--- src/hdl/mch_pkg.sv ---
// package for the magnetometer calibrated heading unit
// types, constants and the cordic angle table; no dependencies
`timescale 1ns / 1ps
package mch_pkg;

    typedef struct packed {
        logic signed [23:0] raw_x;
        logic signed [23:0] raw_y;
        logic signed [23:0] raw_z;
    } in_item_t;

    typedef struct packed {
        logic signed [23:0] field_x;
        logic signed [23:0] field_y;
        logic signed [23:0] field_z;
        logic signed [23:0] calibrated_x;
        logic signed [23:0] calibrated_y;
        logic signed [23:0] calibrated_z;
        logic [15:0]        heading;
        logic               saturated;
    } out_item_t;

    typedef struct packed {
        logic [15:0]        inverse_gain;
        logic signed [23:0] offset_x;
        logic signed [23:0] offset_y;
        logic signed [23:0] offset_z;
        logic [47:0]        matrix_row0;
        logic [47:0]        matrix_row1;
        logic [47:0]        matrix_row2;
        logic signed [15:0] declination;
    } cfg_t;

    localparam logic [2:0] REG_INVERSE_GAIN = 3'd0;
    localparam logic [2:0] REG_OFFSET_X     = 3'd1;
    localparam logic [2:0] REG_OFFSET_Y     = 3'd2;
    localparam logic [2:0] REG_OFFSET_Z     = 3'd3;
    localparam logic [2:0] REG_MATRIX_ROW0  = 3'd4;
    localparam logic [2:0] REG_MATRIX_ROW1  = 3'd5;
    localparam logic [2:0] REG_MATRIX_ROW2  = 3'd6;
    localparam logic [2:0] REG_DECLINATION  = 3'd7;

    localparam logic signed [23:0] SAT_MAX = 24'sh7FFFFF;
    localparam logic signed [23:0] SAT_MIN = -24'sh800000;
    localparam int ANGLE_TABLE_LEN = 24;
    // angles in degrees q.16
    localparam logic signed [26:0] HALF_TURN = 27'sd11796480;
    localparam logic signed [26:0] FULL_TURN = 27'sd23592960;
    localparam logic [15:0] HEADING_WRAP = 16'd46080;

    function automatic logic signed [26:0] atan_entry(input int idx);
        logic signed [26:0] v;
        case (idx)
            0: v = 27'sd2949120;
            1: v = 27'sd1740967;
            2: v = 27'sd919879;
            3: v = 27'sd466945;
            4: v = 27'sd234379;
            5: v = 27'sd117304;
            6: v = 27'sd58666;
            7: v = 27'sd29335;
            8: v = 27'sd14668;
            9: v = 27'sd7334;
            10: v = 27'sd3667;
            11: v = 27'sd1833;
            12: v = 27'sd917;
            13: v = 27'sd458;
            14: v = 27'sd229;
            15: v = 27'sd115;
            16: v = 27'sd57;
            17: v = 27'sd29;
            18: v = 27'sd14;
            19: v = 27'sd7;
            20: v = 27'sd4;
            21: v = 27'sd2;
            22: v = 27'sd1;
            default: v = 27'sd0;
        endcase
        return v;
    endfunction

    function automatic logic signed [23:0] sat24(input logic signed [47:0] v);
        logic signed [23:0] r;
        if (v > 48'sd8388607) begin
            r = SAT_MAX;
        end else if (v < -48'sd8388608) begin
            r = SAT_MIN;
        end else begin
            r = v[23:0];
        end
        return r;
    endfunction

    function automatic logic is_sat(input logic signed [47:0] v);
        return (v > 48'sd8388607) || (v < -48'sd8388608);
    endfunction

endpackage

--- src/hdl/mch_cordic.sv ---
// pipelined cordic atan2 with declination add and wrap to q9.7 degrees
// depends on mch_pkg; one register stage per rotation plus prep and wrap
`timescale 1ns / 1ps
module mch_cordic #(
    parameter int STAGES = 16
) (
    input  logic                aclk,
    input  logic                aresetn,
    input  logic                en,
    input  logic                in_valid,
    input  logic signed [23:0]  cal_x,
    input  logic signed [23:0]  cal_y,
    input  logic signed [15:0]  declination,
    output logic                out_valid,
    output logic [15:0]         heading
);
    localparam int XW = 34;
    localparam int ZW = 27;

    logic signed [XW-1:0] x_reg [STAGES+1];
    logic signed [XW-1:0] y_reg [STAGES+1];
    logic signed [ZW-1:0] z_reg [STAGES+1];
    logic                 zero_reg [STAGES+1];
    logic                 v_reg [STAGES+2];
    logic [15:0]          hd_reg;

    logic signed [XW-1:0] x0;
    logic signed [XW-1:0] y0;
    logic signed [ZW+1:0] ang;
    logic signed [ZW+1:0] r;
    logic [15:0]          h;

    always_comb begin
        x0 = XW'(cal_x) <<< 6;
        y0 = XW'(cal_y) <<< 6;
        ang = (zero_reg[STAGES] ? (ZW+2)'(0) : (ZW+2)'(z_reg[STAGES]))
              + (ZW+2)'(declination) * (ZW+2)'(512);
        r = ang;
        if (r >= (ZW+2)'(mch_pkg::FULL_TURN)) begin
            r = r - (ZW+2)'(mch_pkg::FULL_TURN);
        end else if (r < 0) begin
            r = r + (ZW+2)'(mch_pkg::FULL_TURN);
        end
        if (r < 0) begin
            r = r + (ZW+2)'(mch_pkg::FULL_TURN);
        end
        h = 16'((r + (ZW+2)'(256)) >>> 9);
        if (h >= mch_pkg::HEADING_WRAP) begin
            h = 16'd0;
        end
    end

    always_ff @(posedge aclk) begin
        if (!aresetn) begin
            for (int i = 0; i < STAGES + 2; i++) v_reg[i] <= 1'b0;
        end else if (en) begin
            v_reg[0] <= in_valid;
            for (int i = 1; i < STAGES + 2; i++) v_reg[i] <= v_reg[i-1];
        end
    end

    always_ff @(posedge aclk) begin
        if (en) begin
            zero_reg[0] <= (cal_x == 0) && (cal_y == 0);
            if (cal_x < 0) begin
                x_reg[0] <= -x0;
                y_reg[0] <= -y0;
                z_reg[0] <= mch_pkg::HALF_TURN;
            end else begin
                x_reg[0] <= x0;
                y_reg[0] <= y0;
                z_reg[0] <= '0;
            end
            for (int i = 0; i < STAGES; i++) begin
                zero_reg[i+1] <= zero_reg[i];
                if (y_reg[i] >= 0) begin
                    x_reg[i+1] <= x_reg[i] + (y_reg[i] >>> i);
                    y_reg[i+1] <= y_reg[i] - (x_reg[i] >>> i);
                    z_reg[i+1] <= z_reg[i] + mch_pkg::atan_entry(i);
                end else begin
                    x_reg[i+1] <= x_reg[i] - (y_reg[i] >>> i);
                    y_reg[i+1] <= y_reg[i] + (x_reg[i] >>> i);
                    z_reg[i+1] <= z_reg[i] - mch_pkg::atan_entry(i);
                end
            end
            hd_reg <= h;
        end
    end

    assign out_valid = v_reg[STAGES+1];
    assign heading = hd_reg;
endmodule

--- config.mk ---
export PLATFORM = sky130hd
export DESIGN_NAME = mch_cordic
export DESIGN_NICKNAME = d
export VERILOG_FILES = /design/src/hdl/mch_pkg.sv /design/src/hdl/mch_cordic.sv
export SDC_FILE = /design/constraint.sdc
export NUM_CORES = 2
export LEC_CHECK = 0
export BUFFER_PORTS_ARGS = -buffer_cell sky130_fd_sc_hd__buf_2
export CORE_ASPECT_RATIO = 1.5
export CORE_MARGIN = 3
export CORE_UTILIZATION = 50
export DETAILED_ROUTE_END_ITERATION = 8
export PLACE_DENSITY = 0.72
export RECOVER_POWER = 100
export SETUP_SLACK_MARGIN = 0.02
export SYNTH_ARGS = -nofsm -noshare
export SYNTH_HDL_FRONTEND = slang
export SYNTH_SLANG_ARGS = --single-unit
--- constraint.sdc ---
create_clock -name aclk -period 16.1 [get_ports aclk]
set_input_delay 0.805 -clock aclk [delete_from_list [all_inputs] [get_ports aclk]]
set_output_delay 0.805 -clock aclk [all_outputs]
set_load 0.02 [all_outputs]
==> parameters.txt <==
Parameter                              Value

Synth
  Post-synth EDFFs ... 1381
  Proportion of netlist area held by the largest area contributor ... 0.3563
  Cell type contributing the most total cell area after synthesis ... sky130_fd_sc_hd__edfxtp_1
  Syn_area_per_cell ... 9.584 sq um
  Ys Warns ... 0
  Share of the yosys chip area belonging to registers ... 0.3592
  Instance count of the mapped netlist ... 12150
  Synth cell types ... 96
  Synth area leaders ... sky130_fd_sc_hd__edfxtp_1 (36%), sky130_fd_sc_hd__ha_1 (14%), sky130_fd_sc_hd__xnor2_1 (8.8%), sky130_fd_sc_hd__xor2_1 (4.5%), sky130_fd_sc_hd__a21oi_1 (4.5%)
  Number of synthesized register bits ... 1398
  Flip-flop cell with the highest count after synthesis ... sky130_fd_sc_hd__edfxtp_1
  Syn_nets ... 13600
  Ys async rst share ... 0
  Area of the mapped netlist ... 0.1164 sq mm

CTS
  Number of buffers added by the clock tree synthesis step ... 159
  Clock Sinks ... 1398
  Clk buf depth ... 4
  Post-CTS Resized ... 0
  H-tree depth ... 4
  Clk Tree Root Cell ... sky130_fd_sc_hd__clkbuf_16
  TritonCTS clock tree ... yes
  Clock Latency Late Sink ... 0.88 ns
  Hold-fix buffer count after cts ... 0
  CTS clk-pin slew, worst paths ... 0.06 ns
  Buffer count from post-CTS setup fixing ... 0

STA
  Highest achievable clock rate ... 93.74 MHz
  Final period demand of the worst path ... 10.67 ns
  Max-slew headroom at the worst pin ... -3.352
  Worst-margin pin slew ... 6.528 ns
  Finish-stage setup viols ... 0
  Post-route fraction of the period consumed by the critical path ... 0.6626
  Max-slew violations ... 1913
  Final-report hold violation count ... 0
  Unrepaired setup endpoints after global routing ... false
  Worst setup skew after layout ... 0.07086 ns
  Sum of negative setup slack ... 0 ns

Floorplanning
  Die width ... 400.0 um
  Floorplan core area ... 0.2311 sq mm
  Row Count ... 216
  Number of I/O pins ... 85
  Initial core utilization ... 0.5038
  Floorplan die area ... 0.2388 sq mm
  Die extent in y ... 596.9 um

Placement
  DP Wirelength ... 261.1 mm
  Routability Congestion ... 1.015
  # port buffers ... 84

Worst setup path
  Setup slack of the most critical reg-to-reg path ... 7.72 ns
  Critical path arrival ... 11.05 ns
  Critical Path Fanout Max ... 125
  Nature of the critical path startpoint ... input pin
  CP Class ... input pin to flip-flop
  Required @ worst endpoint ... 16.48 ns
  Setup crit end kind ... flip-flop

GRT
  Met3 capacity usage during global routing ... 0.03641
  Global-route wire length before repair ... 502.4 mm
  Busiest grt layer ... met2
  GR Overflow Total ... 0
  Met2 routing resource usage after global routing ... 0.5130
  Global-route track usage on met1 ... 0.2287
  Global-route usage over all layers ... 0.2661
  Initial antenna violation count ... 6
  Largest net degree at the start of global routing ... 163
  Vias in the first global route ... 94220

Drt
  Total vias in the final route ... 92410
  Number of detailed-routing iterations run before antenna repair ... 7
  DRC marker count from the first detailed-route iteration ... 4737
  Total wire length ... 326.1 mm
  Routed wire per std cell ... 21.13 um
  Vias/cell ... 5.987
  Final antenna-violating net count ... 0
  DRC violation count after routing ... 0

Cells and area
  FILL cells ... 20270
  Multi-input combinational cell area ... 0.07166 sq mm
  Number of nets in the layout ... 13720
  Ratio of cells with drive above 1 in the final layout ... 0.03982
  Max FFs per register ... 491
  Storage element area ... 0.04181 sq mm
  Area Growth Syn to Fin ... 7.701%

Status
  Outcome ... finished with violations
  Failing checks ... capacitance limit, slew limit

Min path
  Hold Crit Class ... input pin to flip-flop

Flow run
  Max Cap Violations ... 38
-- cell families after synthesis --
group,after synthesis,share of synthesized area
compound gates,3227,0.1767
buf+inv,763,0.02485
simple gates,3506,0.1462
fa+ha+maj,1384,0.1510
flops,1398,0.3592
xor+xnor,1776,0.1338
mux,92,0.008309
-- worst max-delay path, cell delays in order --
cell	delay, ns
sky130_fd_sc_hd__buf_12	0.41
sky130_fd_sc_hd__buf_12	0.51
sky130_fd_sc_hd__clkbuf_1	4.56
sky130_fd_sc_hd__clkbuf_1	2.23
sky130_fd_sc_hd__clkbuf_1	2.32
-- metal layers --
| layer | vias to the layer above | wire length (um) |
|---|---|---|
| li1 | 45060 | - |
| met1 | 43620 | 103300 |
| met2 | 2425 | 174300 |
| met3 | 1302 | 11830 |
| met4 | 2 | 36740 |
| met5 | - | 15 |
-- Yosys cell counts, types with 20 or more instances --
cell and count:
sky130_fd_sc_hd__a2111oi_0 20, sky130_fd_sc_hd__a211o_1 50, sky130_fd_sc_hd__a211oi_1 98, sky130_fd_sc_hd__a21boi_0 67, sky130_fd_sc_hd__a21o_1 317, sky130_fd_sc_hd__a21oi_1 1041, sky130_fd_sc_hd__a31o_2 35, sky130_fd_sc_hd__a31oi_1 102
sky130_fd_sc_hd__a41oi_1 26, sky130_fd_sc_hd__and2_1 88, sky130_fd_sc_hd__and3_1 149, sky130_fd_sc_hd__buf_1 27, sky130_fd_sc_hd__clkbuf_1 159, sky130_fd_sc_hd__edfxtp_1 1381, sky130_fd_sc_hd__fa_1 35, sky130_fd_sc_hd__ha_1 1348
sky130_fd_sc_hd__inv_1 558, sky130_fd_sc_hd__mux2_2 37, sky130_fd_sc_hd__mux2i_1 55, sky130_fd_sc_hd__nand2_1 706, sky130_fd_sc_hd__nand2b_1 182, sky130_fd_sc_hd__nand3_1 266, sky130_fd_sc_hd__nand3b_1 32, sky130_fd_sc_hd__nand4_1 34
sky130_fd_sc_hd__nor2_1 1024, sky130_fd_sc_hd__nor2b_1 159, sky130_fd_sc_hd__nor3_1 421, sky130_fd_sc_hd__nor3b_1 29, sky130_fd_sc_hd__nor4_1 107, sky130_fd_sc_hd__o2111ai_1 34, sky130_fd_sc_hd__o211a_1 20, sky130_fd_sc_hd__o211ai_1 50
sky130_fd_sc_hd__o21a_1 161, sky130_fd_sc_hd__o21ai_0 654, sky130_fd_sc_hd__o21bai_1 155, sky130_fd_sc_hd__o31a_1 21, sky130_fd_sc_hd__o31ai_1 142, sky130_fd_sc_hd__o41ai_1 80, sky130_fd_sc_hd__or2_2 68, sky130_fd_sc_hd__or3_1 135
sky130_fd_sc_hd__or4_1 46, sky130_fd_sc_hd__xnor2_1 1176, sky130_fd_sc_hd__xor2_1 598
-- stage by stage --
stage	hold WS, ns	utilization	worst slack, ns	cell area (sq um)	std cells
after floorplan	0.4003	-	9.979	116400	12150
after global placement	0.4048	0.5213	8.272	120500	15160
after detailed placement	0.4056	0.5213	8.400	120500	15160
after CTS	0.1578	0.5437	9.214	125600	15430
after global routing	0.2465	0.5425	4.376	125400	15430
final	0.2538	0.5426	5.432	125400	15440
-- cells in the final DEF (no fill, tap or decap), drive strengths merged, types with 69 or more instances in the layout --
master  netlist  routed
edfxtp     1381    1381
ha         1348    1348
xnor2      1177    1177
a21oi      1041    1041
nor2       1034    1034
nand2       706     706
o21ai       659     659
xor2        599     599
inv         561     570
nor3        422     422
a21o        317     317
nand3       266     266
clkbuf      159     259
nand2b      182     182
o21a        161     161
nor2b       159     159
o21bai      155     155
and3        149     149
o31ai       142     142
or3         135     135
nor4        107     107
a31oi       103     103
a211oi      101     101
and2         88      88
o41ai        81      81
buf          33      81
or2          69      69
-- area by class of cell --
cell class | count | area share
multi-input cells | 9985 | 0.5716
flip-flops and latches | 1398 | 0.3335
clock buffers | 188 | 0.03344
well taps | 3052 | 0.03046
inverters | 571 | 0.01710
clock inverters | 86 | 0.007874
repair buffers | 152 | 0.005998
diodes | 3 | 0.00005988
-- worst paths after layout --
| path | start | to | cells past startpoint |
|---|---|---|---|
| worst max-delay path | en | y_reg[9][4]$_DFFE_PP_ | 5 |
| worst min-delay path | in_valid | v_reg[0]$_DFF_P_ | 3 |
| worst min register to register | zero_reg[5]$_DFFE_PP_ | zero_reg[6]$_DFFE_PP_ | 0 |
| worst max register to register | y_reg[11][33]$_DFFE_PP_ | x_reg[12][30]$_DFFE_PP_ | 20 |
Power is left out: the tool's default activity adds up to more than one toggle a clock period on the data nets, which glitch-free logic cannot reach.
