===== config.mk =====
export PLATFORM = sky130hd
export DESIGN_NAME = mch_cfg_regs
export DESIGN_NICKNAME = d
export VERILOG_FILES = /design/src/hdl/mch_pkg.sv /design/src/hdl/mch_cfg_regs.sv
export SDC_FILE = /design/constraint.sdc
export NUM_CORES = 1
export LEC_CHECK = 0
export BUFFER_PORTS_ARGS = -buffer_cell sky130_fd_sc_hd__buf_2
export CAP_MARGIN = 20
export CORE_MARGIN = 2
export CORE_UTILIZATION = 40
export DETAILED_ROUTE_END_ITERATION = 10
export GPL_TIMING_DRIVEN = 0
export PLACE_DENSITY = 0.64
export SLEW_MARGIN = 5
export SYNTH_ARGS = -nofsm -noshare
export SYNTH_HDL_FRONTEND = slang
export SYNTH_SLANG_ARGS = --single-unit

===== constraint.sdc =====
create_clock -name aclk -period 1.6 [get_ports aclk]
set_input_delay 0.08 -clock aclk [delete_from_list [all_inputs] [get_ports aclk]]
set_output_delay 0.08 -clock aclk [all_outputs]
set_load 0.02 [all_outputs]

===== src/hdl/mch_pkg.sv =====
// package for the magnetometer calibrated heading unit
// types, constants and the cordic angle table; no dependencies
`timescale 1ns / 1ps
package mch_pkg;

    typedef struct packed {
        logic signed [23:0] raw_x;
        logic signed [23:0] raw_y;
        logic signed [23:0] raw_z;
    } in_item_t;

    typedef struct packed {
        logic signed [23:0] field_x;
        logic signed [23:0] field_y;
        logic signed [23:0] field_z;
        logic signed [23:0] calibrated_x;
        logic signed [23:0] calibrated_y;
        logic signed [23:0] calibrated_z;
        logic [15:0]        heading;
        logic               saturated;
    } out_item_t;

    typedef struct packed {
        logic [15:0]        inverse_gain;
        logic signed [23:0] offset_x;
        logic signed [23:0] offset_y;
        logic signed [23:0] offset_z;
        logic [47:0]        matrix_row0;
        logic [47:0]        matrix_row1;
        logic [47:0]        matrix_row2;
        logic signed [15:0] declination;
    } cfg_t;

    localparam logic [2:0] REG_INVERSE_GAIN = 3'd0;
    localparam logic [2:0] REG_OFFSET_X     = 3'd1;
    localparam logic [2:0] REG_OFFSET_Y     = 3'd2;
    localparam logic [2:0] REG_OFFSET_Z     = 3'd3;
    localparam logic [2:0] REG_MATRIX_ROW0  = 3'd4;
    localparam logic [2:0] REG_MATRIX_ROW1  = 3'd5;
    localparam logic [2:0] REG_MATRIX_ROW2  = 3'd6;
    localparam logic [2:0] REG_DECLINATION  = 3'd7;

    localparam logic signed [23:0] SAT_MAX = 24'sh7FFFFF;
    localparam logic signed [23:0] SAT_MIN = -24'sh800000;
    localparam int ANGLE_TABLE_LEN = 24;
    // angles in degrees q.16
    localparam logic signed [26:0] HALF_TURN = 27'sd11796480;
    localparam logic signed [26:0] FULL_TURN = 27'sd23592960;
    localparam logic [15:0] HEADING_WRAP = 16'd46080;

    function automatic logic signed [26:0] atan_entry(input int idx);
        logic signed [26:0] v;
        case (idx)
            0: v = 27'sd2949120;
            1: v = 27'sd1740967;
            2: v = 27'sd919879;
            3: v = 27'sd466945;
            4: v = 27'sd234379;
            5: v = 27'sd117304;
            6: v = 27'sd58666;
            7: v = 27'sd29335;
            8: v = 27'sd14668;
            9: v = 27'sd7334;
            10: v = 27'sd3667;
            11: v = 27'sd1833;
            12: v = 27'sd917;
            13: v = 27'sd458;
            14: v = 27'sd229;
            15: v = 27'sd115;
            16: v = 27'sd57;
            17: v = 27'sd29;
            18: v = 27'sd14;
            19: v = 27'sd7;
            20: v = 27'sd4;
            21: v = 27'sd2;
            22: v = 27'sd1;
            default: v = 27'sd0;
        endcase
        return v;
    endfunction

    function automatic logic signed [23:0] sat24(input logic signed [47:0] v);
        logic signed [23:0] r;
        if (v > 48'sd8388607) begin
            r = SAT_MAX;
        end else if (v < -48'sd8388608) begin
            r = SAT_MIN;
        end else begin
            r = v[23:0];
        end
        return r;
    endfunction

    function automatic logic is_sat(input logic signed [47:0] v);
        return (v > 48'sd8388607) || (v < -48'sd8388608);
    endfunction

endpackage


===== src/hdl/mch_cfg_regs.sv =====
// configuration register file for the heading unit
// depends on mch_pkg
`timescale 1ns / 1ps
module mch_cfg_regs (
    input  logic          aclk,
    input  logic          aresetn,
    input  logic          cfg_valid,
    input  logic [2:0]    cfg_index,
    input  logic [47:0]   cfg_data,
    output mch_pkg::cfg_t cfg
);
    mch_pkg::cfg_t cfg_reg;
    mch_pkg::cfg_t cfg_next;

    always_comb begin
        cfg_next = cfg_reg;
        if (cfg_valid) begin
            case (cfg_index)
                mch_pkg::REG_INVERSE_GAIN: cfg_next.inverse_gain = cfg_data[15:0];
                mch_pkg::REG_OFFSET_X:     cfg_next.offset_x = cfg_data[23:0];
                mch_pkg::REG_OFFSET_Y:     cfg_next.offset_y = cfg_data[23:0];
                mch_pkg::REG_OFFSET_Z:     cfg_next.offset_z = cfg_data[23:0];
                mch_pkg::REG_MATRIX_ROW0:  cfg_next.matrix_row0 = cfg_data;
                mch_pkg::REG_MATRIX_ROW1:  cfg_next.matrix_row1 = cfg_data;
                mch_pkg::REG_MATRIX_ROW2:  cfg_next.matrix_row2 = cfg_data;
                mch_pkg::REG_DECLINATION:  cfg_next.declination = cfg_data[15:0];
                default: ;
            endcase
        end
    end

    always_ff @(posedge aclk) begin
        if (!aresetn) begin
            cfg_reg.inverse_gain <= 16'd1715;
            cfg_reg.offset_x     <= 24'sd1807;
            cfg_reg.offset_y     <= -24'sd1362;
            cfg_reg.offset_z     <= 24'sd1262;
            cfg_reg.matrix_row0  <= 48'd68539105280426;
            cfg_reg.matrix_row1  <= 48'd1126342328173;
            cfg_reg.matrix_row2  <= 48'd1833941418639;
            cfg_reg.declination  <= -16'sd1249;
        end else begin
            cfg_reg <= cfg_next;
        end
    end

    assign cfg = cfg_reg;
endmodule


==> PnR_summary.wiki, run 1 <==
{| class="wikitable"
! Metric !! Value
|-
| Status || complete, no violations
|-
| DR DRC count || 0
|-
| Combined area of all synthesized cells || about 9700 sq um
|-
| Hold-critical path endpoint || cfg[235]$_SDFFE_PN0P_
|-
| Cell depth of the worst min-delay path || 4
|-
| Syn Inst Count || ~920
|-
| Initial cell density of the core || roughly 41%
|-
| Share of synthesized area occupied by flip-flops and latches || between 50% and 60%
|-
| R2r startpoint || cfg[242]$_SDFFE_PN1P_
|-
| CP required || approximately 1.5 ns
|-
| Leading area contributor after synthesis || sky130_fd_sc_hd__dfxtp_1
|-
| Final Slew Violations || 0
|-
| Nature of the critical path startpoint || flop
|-
| Layout area overhead || 34.3%
|-
| Sequential Area || between 4000 and 5000 sq um
|-
| Wirelength per Cell || 20.1 um
|-
| Worst path cell trace || buf_2
|-
| Max H-tree Level || 1
|-
| Total of flip-flops plus latches after synthesis || roughly 250
|-
| CTS tree || built
|-
| Max-slew headroom || ~40%
|-
| Die area || around 25000 sq um
|-
| Final cycle utilization of the critical path || approximately 73%
|-
| Vias in the first global route || roughly 8000
|-
| RSZ-0062 raised after global routing || false
|-
| Pin slew with the least headroom to its limit || 0.886 ns
|-
| Max Fanout on Critical Path || 2
|-
| Site row count || 56
|-
| Area share of the largest cell type after synthesis || 51.2%
|-
| Class of the most critical hold timing path || input pin to flop
|-
| Share of post-route cells with drive strength above 1 || approximately 30%
|-
| Core area || roughly 24000 sq um
|-
| Flip-flop count of the largest register, all copies and words added || 248
|-
| Drt via density || 4.80
|-
| Critical path's largest stage delay || 0.37 ns
|-
| Antenna diodes || 0
|-
| First-pass GRT wire length || between 40000 and 50000 um
|-
| Multi-input gate area || 4310 sq um
|-
| Post-Place Cells || between 1500 and 2000
|-
| Initial drt markers || a little over 300
|-
| Number of buffers inserted during clock tree synthesis || 27
|-
| Nets || 1350
|-
| Buffers on Ports || 300
|-
| Post-synthesis area per instance || roughly 11 sq um
|-
| Initial antenna violation count || 0
|-
| WS Path Type || flop to output pin
|-
| Clock period minus final worst setup slack || approximately 1.2 ns
|-
| Clk sink count || ~250
|-
| Slack of the worst reg-to-reg path || between 0.9 and 1 ns
|-
| Library cell used as clock root buffer || sky130_fd_sc_hd__clkbuf_16
|-
| Number of different library cells in the post-synthesis netlist || 20
|-
| Yosys warning count || 0
|-
| Crit path DAT || around 1.1 ns
|-
| Cell family with most CP delay || flip-flops
|-
| Final setup vio count || 0
|-
| Net count after synthesis || between 900 and 1000
|-
| Max rail drop VDD || ~0.75 mV
|-
| Total number of vias || approximately 7800
|-
| Global placement routability congestion || around 0.8
|-
| Clock transition at the register clock pins on the worst setup and hold paths after CTS || roughly 0.060 ns
|-
| Maximum clock insertion buffer count || 3
|-
| Max-cap violation count || 0
|-
| DP HPWL || between 20000 and 25000 um
|-
| Setup Total Neg Slack || 0 ns
|-
| Depth of the most critical reg-to-reg path || 2
|-
| Reg-to-reg endpoint || cfg[242]$_SDFFE_PN1P_
|-
| Overall track demand over capacity in global routing || between 20% and 30%
|-
| WP buf/inv || 1
|-
| Dominant cells by area after synthesis || sky130_fd_sc_hd__dfxtp_1 (51%), sky130_fd_sc_hd__mux2i_1 (26%), sky130_fd_sc_hd__nor2b_1 (11%)
|-
| Pin count of the biggest net entering global routing || 15
|-
| Power Dens Cells || roughly 1100 nW/um^2
|-
| I/O Pins || a little over 300
|-
| Post-route insts no fill || ~1600
|-
| Iteration count of the initial detailed-routing pass || 4
|-
| Die extent in y || 160 um
|-
| Detailed-route wire length || 32800 um
|-
| Clock insertion delay at the later pin of the skew report || roughly 0.53 ns
|-
| Total leakage power || ~6.3 nW
|-
| Total of fill cells in the finished design || ~2200
|-
| Critical Path Sink Type || output pin
|-
| X dimension of the die || about 160 um
|-
| Remaining global-route overflow || 0
|-
| Startpoint of the most critical hold path || cfg_index[1]
|-
| Antenna-violating nets left || 0
|-
| Highest Clock Rate || 0.855 GHz
|-
| Final hold vios || 0
|-
| Largest clock skew in the final design || 0 ns
|-
| Crit path max-delay cell type || sky130_fd_sc_hd__dfxtp_1
|}
-- metrics by stage --
stage | instance area (sq um) | utilization [%] | hold WS (ns) | total power [mW] | setup slack, ns
floorplan | 9690 | - | 0.219 | 7.20 | 0.460
global placement | 11600 | 49.1 | 0.347 | 7.68 | 0.0212
detailed placement | 11600 | 49.1 | 0.348 | 7.69 | -0.000957
CTS | 13000 | 55.1 | 0.0278 | 14.3 | 0.404
global route | 13000 | 55.1 | 0.0492 | 14.6 | 0.386
finish | 13000 | 55.1 | 0.0480 | 14.2 | 0.430
-- synth_stat cells --
cell / count
sky130_fd_sc_hd__and2b_4: 1
sky130_fd_sc_hd__nor2b_1: 163
sky130_fd_sc_hd__nand4b_1: 3
sky130_fd_sc_hd__buf_12: 1
sky130_fd_sc_hd__buf_2: 29
sky130_fd_sc_hd__or4b_1: 1
sky130_fd_sc_hd__mux2i_1: 248
sky130_fd_sc_hd__and2b_1: 2
sky130_fd_sc_hd__and4bb_1: 3
sky130_fd_sc_hd__nand4_2: 1
sky130_fd_sc_hd__and4b_1: 2
sky130_fd_sc_hd__buf_4: 11
sky130_fd_sc_hd__buf_1: 1
sky130_fd_sc_hd__dfxtp_1: 248
sky130_fd_sc_hd__dlymetal6s2s_1: 1
sky130_fd_sc_hd__nand2_1: 173
sky130_fd_sc_hd__clkbuf_4: 1
sky130_fd_sc_hd__buf_6: 6
sky130_fd_sc_hd__clkbuf_1: 22
sky130_fd_sc_hd__nand4bb_1: 2
-- logic make-up after synthesis --
kind of cell	after synthesis	share of synthesized area, %
buf+inv	72	4.35
flops	248	51.2
mux	248	25.6
simple gates	351	18.8
-- power by group --
part           switching, mW  internal [mW]
sequential            0.0717           6.31
clock                   2.58           3.99
combinational          0.773          0.489
total                   3.43           10.8
-- worst max path at each step --
stage / to / cells after the start / from
final: cfg[44] / 1 / cfg[44]$_SDFFE_PN1P_
after global routing: cfg[160] / 1 / cfg[160]$_SDFFE_PN0P_
after CTS: cfg[111] / 1 / cfg[111]$_SDFFE_PN0P_
after detailed placement: cfg[115]$_SDFFE_PN1P_ / 5 / aresetn
after global placement: cfg[215]$_SDFFE_PN0P_ / 5 / aresetn
after floorplan: cfg[241]$_SDFFE_PN1P_ / 4 / cfg_index[0]
-- what timing repair did --
action / CTS / global route
hold endpoints to repair: 223 / 0
hold buffers: 48 / 0
buffers inserted: 0 / 0
resized for setup: 0 / 0
-- layer usage --
metal | share of wire, % | GRT usage, % | vias to the layer above | wire length (um)
met5 | 0 | 0 | - | 0
met4 | 2.1 | 5.37 | 0 | 690
met3 | 7.2 | 7.04 | 41 | 2370
met2 | 47 | 43.5 | 262 | 15600
met1 | 43 | 30.8 | 3759 | 14200
li1 | - | - | 3778 | -
-- area by class of cell --
type	instances	area share (%)
Multi-Input combinational cell	599	33.1
Clock buffer	37	5.86
Timing Repair Buffer	348	15.2
Sequential cell	248	38.2
Tap cell	319	3.07
Clock inverter	12	1.37
Buffer	72	3.24
-- layout by cell type (no fill, tap or decap) --
cell / instances
sky130_fd_sc_hd__and4b_1: 2
sky130_fd_sc_hd__or4b_1: 1
sky130_fd_sc_hd__and4bb_1: 3
sky130_fd_sc_hd__clkinv_2: 6
sky130_fd_sc_hd__buf_4: 11
sky130_fd_sc_hd__nand2_1: 173
sky130_fd_sc_hd__buf_1: 1
sky130_fd_sc_hd__dfxtp_1: 248
sky130_fd_sc_hd__dlymetal6s2s_1: 1
sky130_fd_sc_hd__buf_6: 6
sky130_fd_sc_hd__dlygate4sd3_1: 48
sky130_fd_sc_hd__and2b_4: 1
sky130_fd_sc_hd__clkbuf_16: 27
sky130_fd_sc_hd__nand4bb_1: 2
sky130_fd_sc_hd__clkbuf_4: 1
sky130_fd_sc_hd__clkbuf_1: 27
sky130_fd_sc_hd__clkbuf_8: 5
sky130_fd_sc_hd__inv_16: 1
sky130_fd_sc_hd__nor2b_1: 163
sky130_fd_sc_hd__bufinv_16: 4
sky130_fd_sc_hd__nand4b_1: 3
sky130_fd_sc_hd__buf_12: 1
sky130_fd_sc_hd__buf_2: 329
sky130_fd_sc_hd__mux2i_1: 248
sky130_fd_sc_hd__clkinvlp_4: 1
sky130_fd_sc_hd__and2b_1: 2
sky130_fd_sc_hd__nand4_2: 1
Power figures use the tool's default switching activity.
==> inputs of run 2 (changes only) <==
--- a/config.mk
+++ b/config.mk
@@ -11,7 +11,7 @@
 export CORE_UTILIZATION = 40
 export DETAILED_ROUTE_END_ITERATION = 10
 export GPL_TIMING_DRIVEN = 0
-export PLACE_DENSITY = 0.64
+export PLACE_DENSITY = 0.66
 export SLEW_MARGIN = 5
 export SYNTH_ARGS = -nofsm -noshare
 export SYNTH_HDL_FRONTEND = slang
==> constraint.sdc (replaced) <==
create_clock -name aclk -period 1.06 [get_ports aclk]
set_input_delay 0.053 -clock aclk [delete_from_list [all_inputs] [get_ports aclk]]
set_output_delay 0.053 -clock aclk [all_outputs]
set_load 0.02 [all_outputs]
==> PnR_summary.wiki, run 2 (synthesis results as in run 1) <==
{| class="wikitable"
! Metric !! Value
|-
| Status || complete, but fails checks
|-
| Violated checks || hold timing, setup timing
|-
| Clk sink count || 248
|-
| Max rail drop VDD || just under 1 mV
|-
| Clock insertion delay at the later pin of the skew report || 0.54 ns
|-
| Sequential Area || approximately 5300 sq um
|-
| Class of the most critical hold timing path || input pin to flop
|-
| Iteration count of the initial detailed-routing pass || 4
|-
| Detailed-route wire length || approximately 35000 um
|-
| RSZ-0062 raised after global routing || true
|-
| Least setup slack across all paths after layout || -0.0207 ns
|-
| Site row count || between 50 and 60
|-
| Initial cell density of the core || approximately 41%
|-
| CP required || between 1 and 1.5 ns
|-
| Post-placement setup slack || -0.520 ns
|-
| Nature of the critical path startpoint || flop
|-
| Wirelength per Cell || between 20 and 25 um
|-
| Nets || approximately 1400
|-
| Die area || 25500 sq um
|-
| Power Dens Cells || around 1400 nW/um^2
|-
| Highest Clock Rate || a little over 0.9 GHz
|-
| Pin slew with the least headroom to its limit || about 0.8 ns
|-
| Critical Path Sink Type || output pin
|-
| Post-Place Cells || ~1500
|-
| Most common cell after layout, fill and taps aside || sky130_fd_sc_hd__buf_6
|-
| Total number of vias || just over 8000
|-
| WS Path Type || flop to output pin
|-
| Crit path DAT || 1.03 ns
|-
| I/O Pins || 302
|-
| Overall track demand over capacity in global routing || around a quarter
|-
| Initial drt markers || 363
|-
| Total of fill cells in the finished design || between 1500 and 2000
|-
| Final hold vios || 1
|-
| Worst path cell trace || buf_6
|-
| Maximum clock insertion buffer count || 3
|-
| Buffers on Ports || 300
|-
| Initial antenna violation count || 0
|-
| Critical path's largest stage delay || between 0.3 and 0.4 ns
|-
| Library cell used as clock root buffer || sky130_fd_sc_hd__clkbuf_16
|-
| CTS tree || built
|-
| Post-route insts no fill || 1680
|-
| Final setup vio count || 41
|-
| X dimension of the die || between 150 and 200 um
|-
| Largest clock skew in the final design || 0 ns
|-
| Drt via density || about 4.9
|-
| Vias in the first global route || roughly 8600
|-
| Max H-tree Level || 1
|-
| Layout area overhead || 57.0%
|-
| Clock period minus final worst setup slack || 1.08 ns
|-
| First-pass GRT wire length || around 52000 um
|-
| Core area || about 24000 sq um
|-
| Number of buffers inserted during clock tree synthesis || 27
|-
| Antenna-violating nets left || 0
|-
| Max-slew headroom || between 40% and 50%
|-
| DP HPWL || ~23000 um
|-
| Crit path max-delay cell type || sky130_fd_sc_hd__dfxtp_2
|-
| DR DRC count || 0
|-
| Final total power || approximately 22 mW
|-
| Multi-input gate area || 4310 sq um
|-
| Cell family with most CP delay || flip-flops
|-
| WP buf/inv || 1
|-
| Number of hold buffers added after CTS || 48
|-
| Share of post-route cells with drive strength above 1 || around half
|-
| Clock transition at the register clock pins on the worst setup and hold paths after CTS || ~0.07 ns
|-
| Max Fanout on Critical Path || 2
|-
| Die extent in y || approximately 160 um
|-
| Final Slew Violations || 0
|-
| Final cycle utilization of the critical path || 102%
|-
| Hold Slack || -0.00986 ns
|-
| Global placement routability congestion || 0.812
|-
| Pin count of the biggest net entering global routing || 15
|-
| Total leakage power || around 7.0 nW
|-
| Max-cap violation count || 0
|-
| Most used cells in the layout excluding fill and tap cells || sky130_fd_sc_hd__buf_6 (257), sky130_fd_sc_hd__mux2i_1 (248), sky130_fd_sc_hd__dfxtp_2 (248), sky130_fd_sc_hd__nand2_1 (173), sky130_fd_sc_hd__nor2b_1 (162)
|-
| Remaining global-route overflow || 0
|-
| Flip-flop count of the largest register, all copies and words added || between 200 and 250
|}
run 2: cell types whose count changed in the layout (fill, tap and decap cells not counted), sizes merged:
cell	delta
buf	+41
clkbuf	+3
clkinv	-1
bufinv	-2
diode	+3
clkinvlp	+1
run 2: routing by layer:
layer	part of all wire, %	vias to the layer above	track usage, %
met1	40	3944	31.3
met5	0	-	0
met2	49	295	46.2
li1	-	3862	-
met3	7.8	69	7.69
met4	3.1	0	8.26
run 2: final cells by class:
cell class	count	area share [%]
timing repair buffer	390	25.3
sequential	248	34.7
antenna	3	0.0493
clock buffer	39	5.33
clock inverter	10	0.789
tap	319	2.62
buffer	72	2.90
multi-input combinational	599	28.3
run 2: final timing paths:
kind                         start                    end  slack, ns  cells after the start
max          cfg[208]$_SDFFE_PN1P_               cfg[208]      -0.02                      1
min                   cfg_index[0]  cfg[234]$_SDFFE_PN0P_      -0.01                      4
max reg2reg  cfg[193]$_SDFFE_PN1P_  cfg[193]$_SDFFE_PN1P_       0.18                      3
min reg2reg  cfg[226]$_SDFFE_PN0P_  cfg[226]$_SDFFE_PN0P_       0.46                      2
run 2: what timing repair did:
item / in CTS / in global routing
setup buffers: 11 / 31
endpoints found under the setup margin: 248 / 289
gates resized for setup: 744 / 12
hold endpoints to repair: 233 / 1
run 2: metrics by stage:
step / setup TNS (ns) / hold WS (ns) / utilization, % / cell area (sq um)
detailed placement: -76.83 / 0.316 / 49.2 / 11600
global placement: -69.35 / 0.310 / 49.2 / 11600
floorplan: -0.263 / 0.192 / - / 9710
finish: -0.310 / -0.00986 / 64.4 / 15200
global route: -4.83 / -0.00401 / 64.4 / 15200
CTS: -1.34 / -0.0191 / 63.4 / 15000
run 2: power by group:
group          internal [mW]  total [mW]  switching [mW]  leakage [nW]
combinational           1.02        2.23            1.21          4.57
sequential              9.57        9.73           0.159          2.02
clock                   5.81        9.81            4.00         0.459
total                   16.4        21.8            5.37          7.05
==> inputs of run 3 (changes only) <==
--- a/config.mk
+++ b/config.mk
@@ -11,7 +11,8 @@
 export CORE_UTILIZATION = 40
 export DETAILED_ROUTE_END_ITERATION = 10
 export GPL_TIMING_DRIVEN = 0
-export PLACE_DENSITY = 0.66
+export PLACE_DENSITY = 0.64
+export RECOVER_POWER = 50
 export SLEW_MARGIN = 5
 export SYNTH_ARGS = -nofsm -noshare
 export SYNTH_HDL_FRONTEND = slang
==> constraint.sdc (replaced) <==
create_clock -name aclk -period 1.3 [get_ports aclk]
set_input_delay 0.065 -clock aclk [delete_from_list [all_inputs] [get_ports aclk]]
set_output_delay 0.065 -clock aclk [all_outputs]
set_load 0.02 [all_outputs]
==> PnR_summary.wiki, run 3 (synthesis results as in run 1) <==
{| class="wikitable"
! Metric !! Value
|-
| Setup Total Neg Slack || 0 ns
|-
| Overall track demand over capacity in global routing || approximately a quarter
|-
| Clock insertion delay at the later pin of the skew report || approximately 0.54 ns
|-
| Share of post-route cells with drive strength above 1 || between 20% and 30%
|-
| Buffers on Ports || 300
|-
| Max rail drop VDD || a little over 0.9 mV
|-
| Max-slew headroom || between 40% and 50%
|-
| Nets || 1350
|-
| Worst path cell trace || clkbuf_1
|-
| RSZ-0062 raised after global routing || false
|-
| Final hold vios || 0
|-
| DP HPWL || approximately 23000 um
|-
| Total of fill cells in the finished design || 2188
|-
| Clk sink count || 248
|-
| Die area || approximately 25000 sq um
|-
| Antenna-violating nets left || 0
|-
| Clock period minus final worst setup slack || approximately 1.2 ns
|-
| Clock transition at the register clock pins on the worst setup and hold paths after CTS || ~0.060 ns
|-
| Site row count || 56
|-
| Iteration count of the initial detailed-routing pass || 4
|-
| Most common cell after layout, fill and taps aside || sky130_fd_sc_hd__buf_2
|-
| DR DRC count || 0
|-
| Core area || between 20000 and 25000 sq um
|-
| Global placement routability congestion || 0.797
|-
| Pin slew with the least headroom to its limit || between 0.8 and 0.9 ns
|-
| Critical path's largest stage delay || 0.32 ns
|-
| Crit path max-delay cell type || sky130_fd_sc_hd__dfxtp_1
|-
| Status || complete, no violations
|-
| Max Fanout on Critical Path || 2
|-
| Pin count of the biggest net entering global routing || 15
|-
| Final setup vio count || 0
|-
| Initial antenna violation count || 0
|-
| Nature of the critical path startpoint || flop
|-
| Library cell used as clock root buffer || sky130_fd_sc_hd__clkbuf_16
|-
| Antenna diodes || 0
|-
| Critical Path Sink Type || output pin
|-
| Wirelength per Cell || 20.0 um
|-
| Most heavily used metal layer in global routing || met2
|-
| Detailed-route wire length || approximately 33000 um
|-
| Post-detailed-placement cell area || 11600 sq um
|-
| Largest clock skew in the final design || 0 ns
|-
| Global routing met1 resource utilization || roughly 30%
|-
| Drt via density || 4.79
|-
| Flip-flop count of the largest register, all copies and words added || roughly 250
|-
| Maximum clock insertion buffer count || 3
|-
| Global routing usage on met2 || between 40% and 50%
|-
| Highest Clock Rate || 0.845 GHz
|-
| CP required || 1.24 ns
|-
| Number of buffers inserted during clock tree synthesis || 27
|-
| I/O Pins || around 300
|-
| Power Dens Cells || roughly 1400 nW/um^2
|-
| First-pass GRT wire length || 49300 um
|-
| Die extent in y || about 160 um
|-
| End-of-flow core utilization || 54.8%
|-
| X dimension of the die || 160 um
|-
| Crit path DAT || around 1.1 ns
|-
| Layout area overhead || 33.6%
|-
| Vias in the first global route || between 8000 and 9000
|-
| Initial cell density of the core || about two fifths
|-
| Final cycle utilization of the critical path || 91.1%
|-
| Total of cells resized after clock tree synthesis || 0
|-
| Class of the most critical hold timing path || input pin to flop
|-
| Cell family with most CP delay || flip-flops
|-
| Most used cells in the layout excluding fill and tap cells || sky130_fd_sc_hd__buf_2 (300), sky130_fd_sc_hd__mux2i_1 (248), sky130_fd_sc_hd__dfxtp_1 (248), sky130_fd_sc_hd__nand2_1 (173), sky130_fd_sc_hd__nor2b_1 (163)
|-
| CTS tree || built
|-
| Max H-tree Level || 1
|-
| Global routing usage on met3 || a little over 7%
|-
| WS Path Type || flop to output pin
|-
| Initial drt markers || slightly above 300
|-
| WP buf/inv || 1
|-
| Finished layout cell area || 12900 sq um
|-
| Total number of vias || around 7800
|-
| Remaining global-route overflow || 0
|-
| Max-cap violation count || 0
|-
| Final Slew Violations || 0
|-
| Total leakage power || roughly 6.2 nW
|}
## run 3: cell types whose count changed in the layout (fill, tap and decap cells not counted), sizes merged, moves of 2 or more
cell    delta
clkbuf    +34
diode      -3
bufinv     +2
buf       -77
## run 3: where the power goes
part | switching [mW] | internal, mW
registers | 0.0885 | 7.77
logic | 0.949 | 0.589
clock network | 3.17 | 4.91
## run 3: path summary, 6_finish.rpt
kind	from	end	slack [ns]	cells after the start
setup / recovery	cfg[234]$_SDFFE_PN0P_	cfg[234]	0.12	1
hold / removal	cfg_valid	cfg[113]$_SDFFE_PN1P_	0.13	4
setup reg to reg	cfg[242]$_SDFFE_PN1P_	cfg[242]$_SDFFE_PN1P_	0.62	2
hold reg to reg	cfg[138]$_SDFFE_PN0P_	cfg[138]$_SDFFE_PN0P_	0.45	2
## run 3: area by class of cell
| type | instances | area (sq um) | share of cell area [%] |
|---|---|---|---|
| Tap cell | 319 | 399 | 3.08 |
| Timing Repair Buffer | 348 | 1970 | 15.2 |
| Clock inverter | 12 | 178 | 1.37 |
| Clock buffer | 37 | 763 | 5.90 |
| Sequential cell | 248 | 4960 | 38.4 |
| Multi-Input combinational cell | 599 | 4300 | 33.2 |
| Buffer | 72 | 374 | 2.89 |
## run 3: layer usage
metal	share of wire, %	vias to the layer above
li1	-	3774
met1	43	3767
met2	47	255
met3	7.4	41
met4	2.1	0
met5	0	-
## run 3: repair_timing
item | CTS | global route
setup buffers | 0 | 0
endpoints found under the hold margin | 227 | 0
hold buffers | 48 | 0
## run 3: metrics by stage
stage	setup WS, ns	total power [mW]	hold WS (ns)	cells
after detailed placement	-0.286	9.47	0.333	1538
after global routing	0.0523	18.0	0.128	1635
after floorplan	0.175	8.86	0.204	919
after global placement	-0.264	9.45	0.332	1538
final	0.116	17.5	0.127	1635
after CTS	0.119	17.6	0.0128	1635
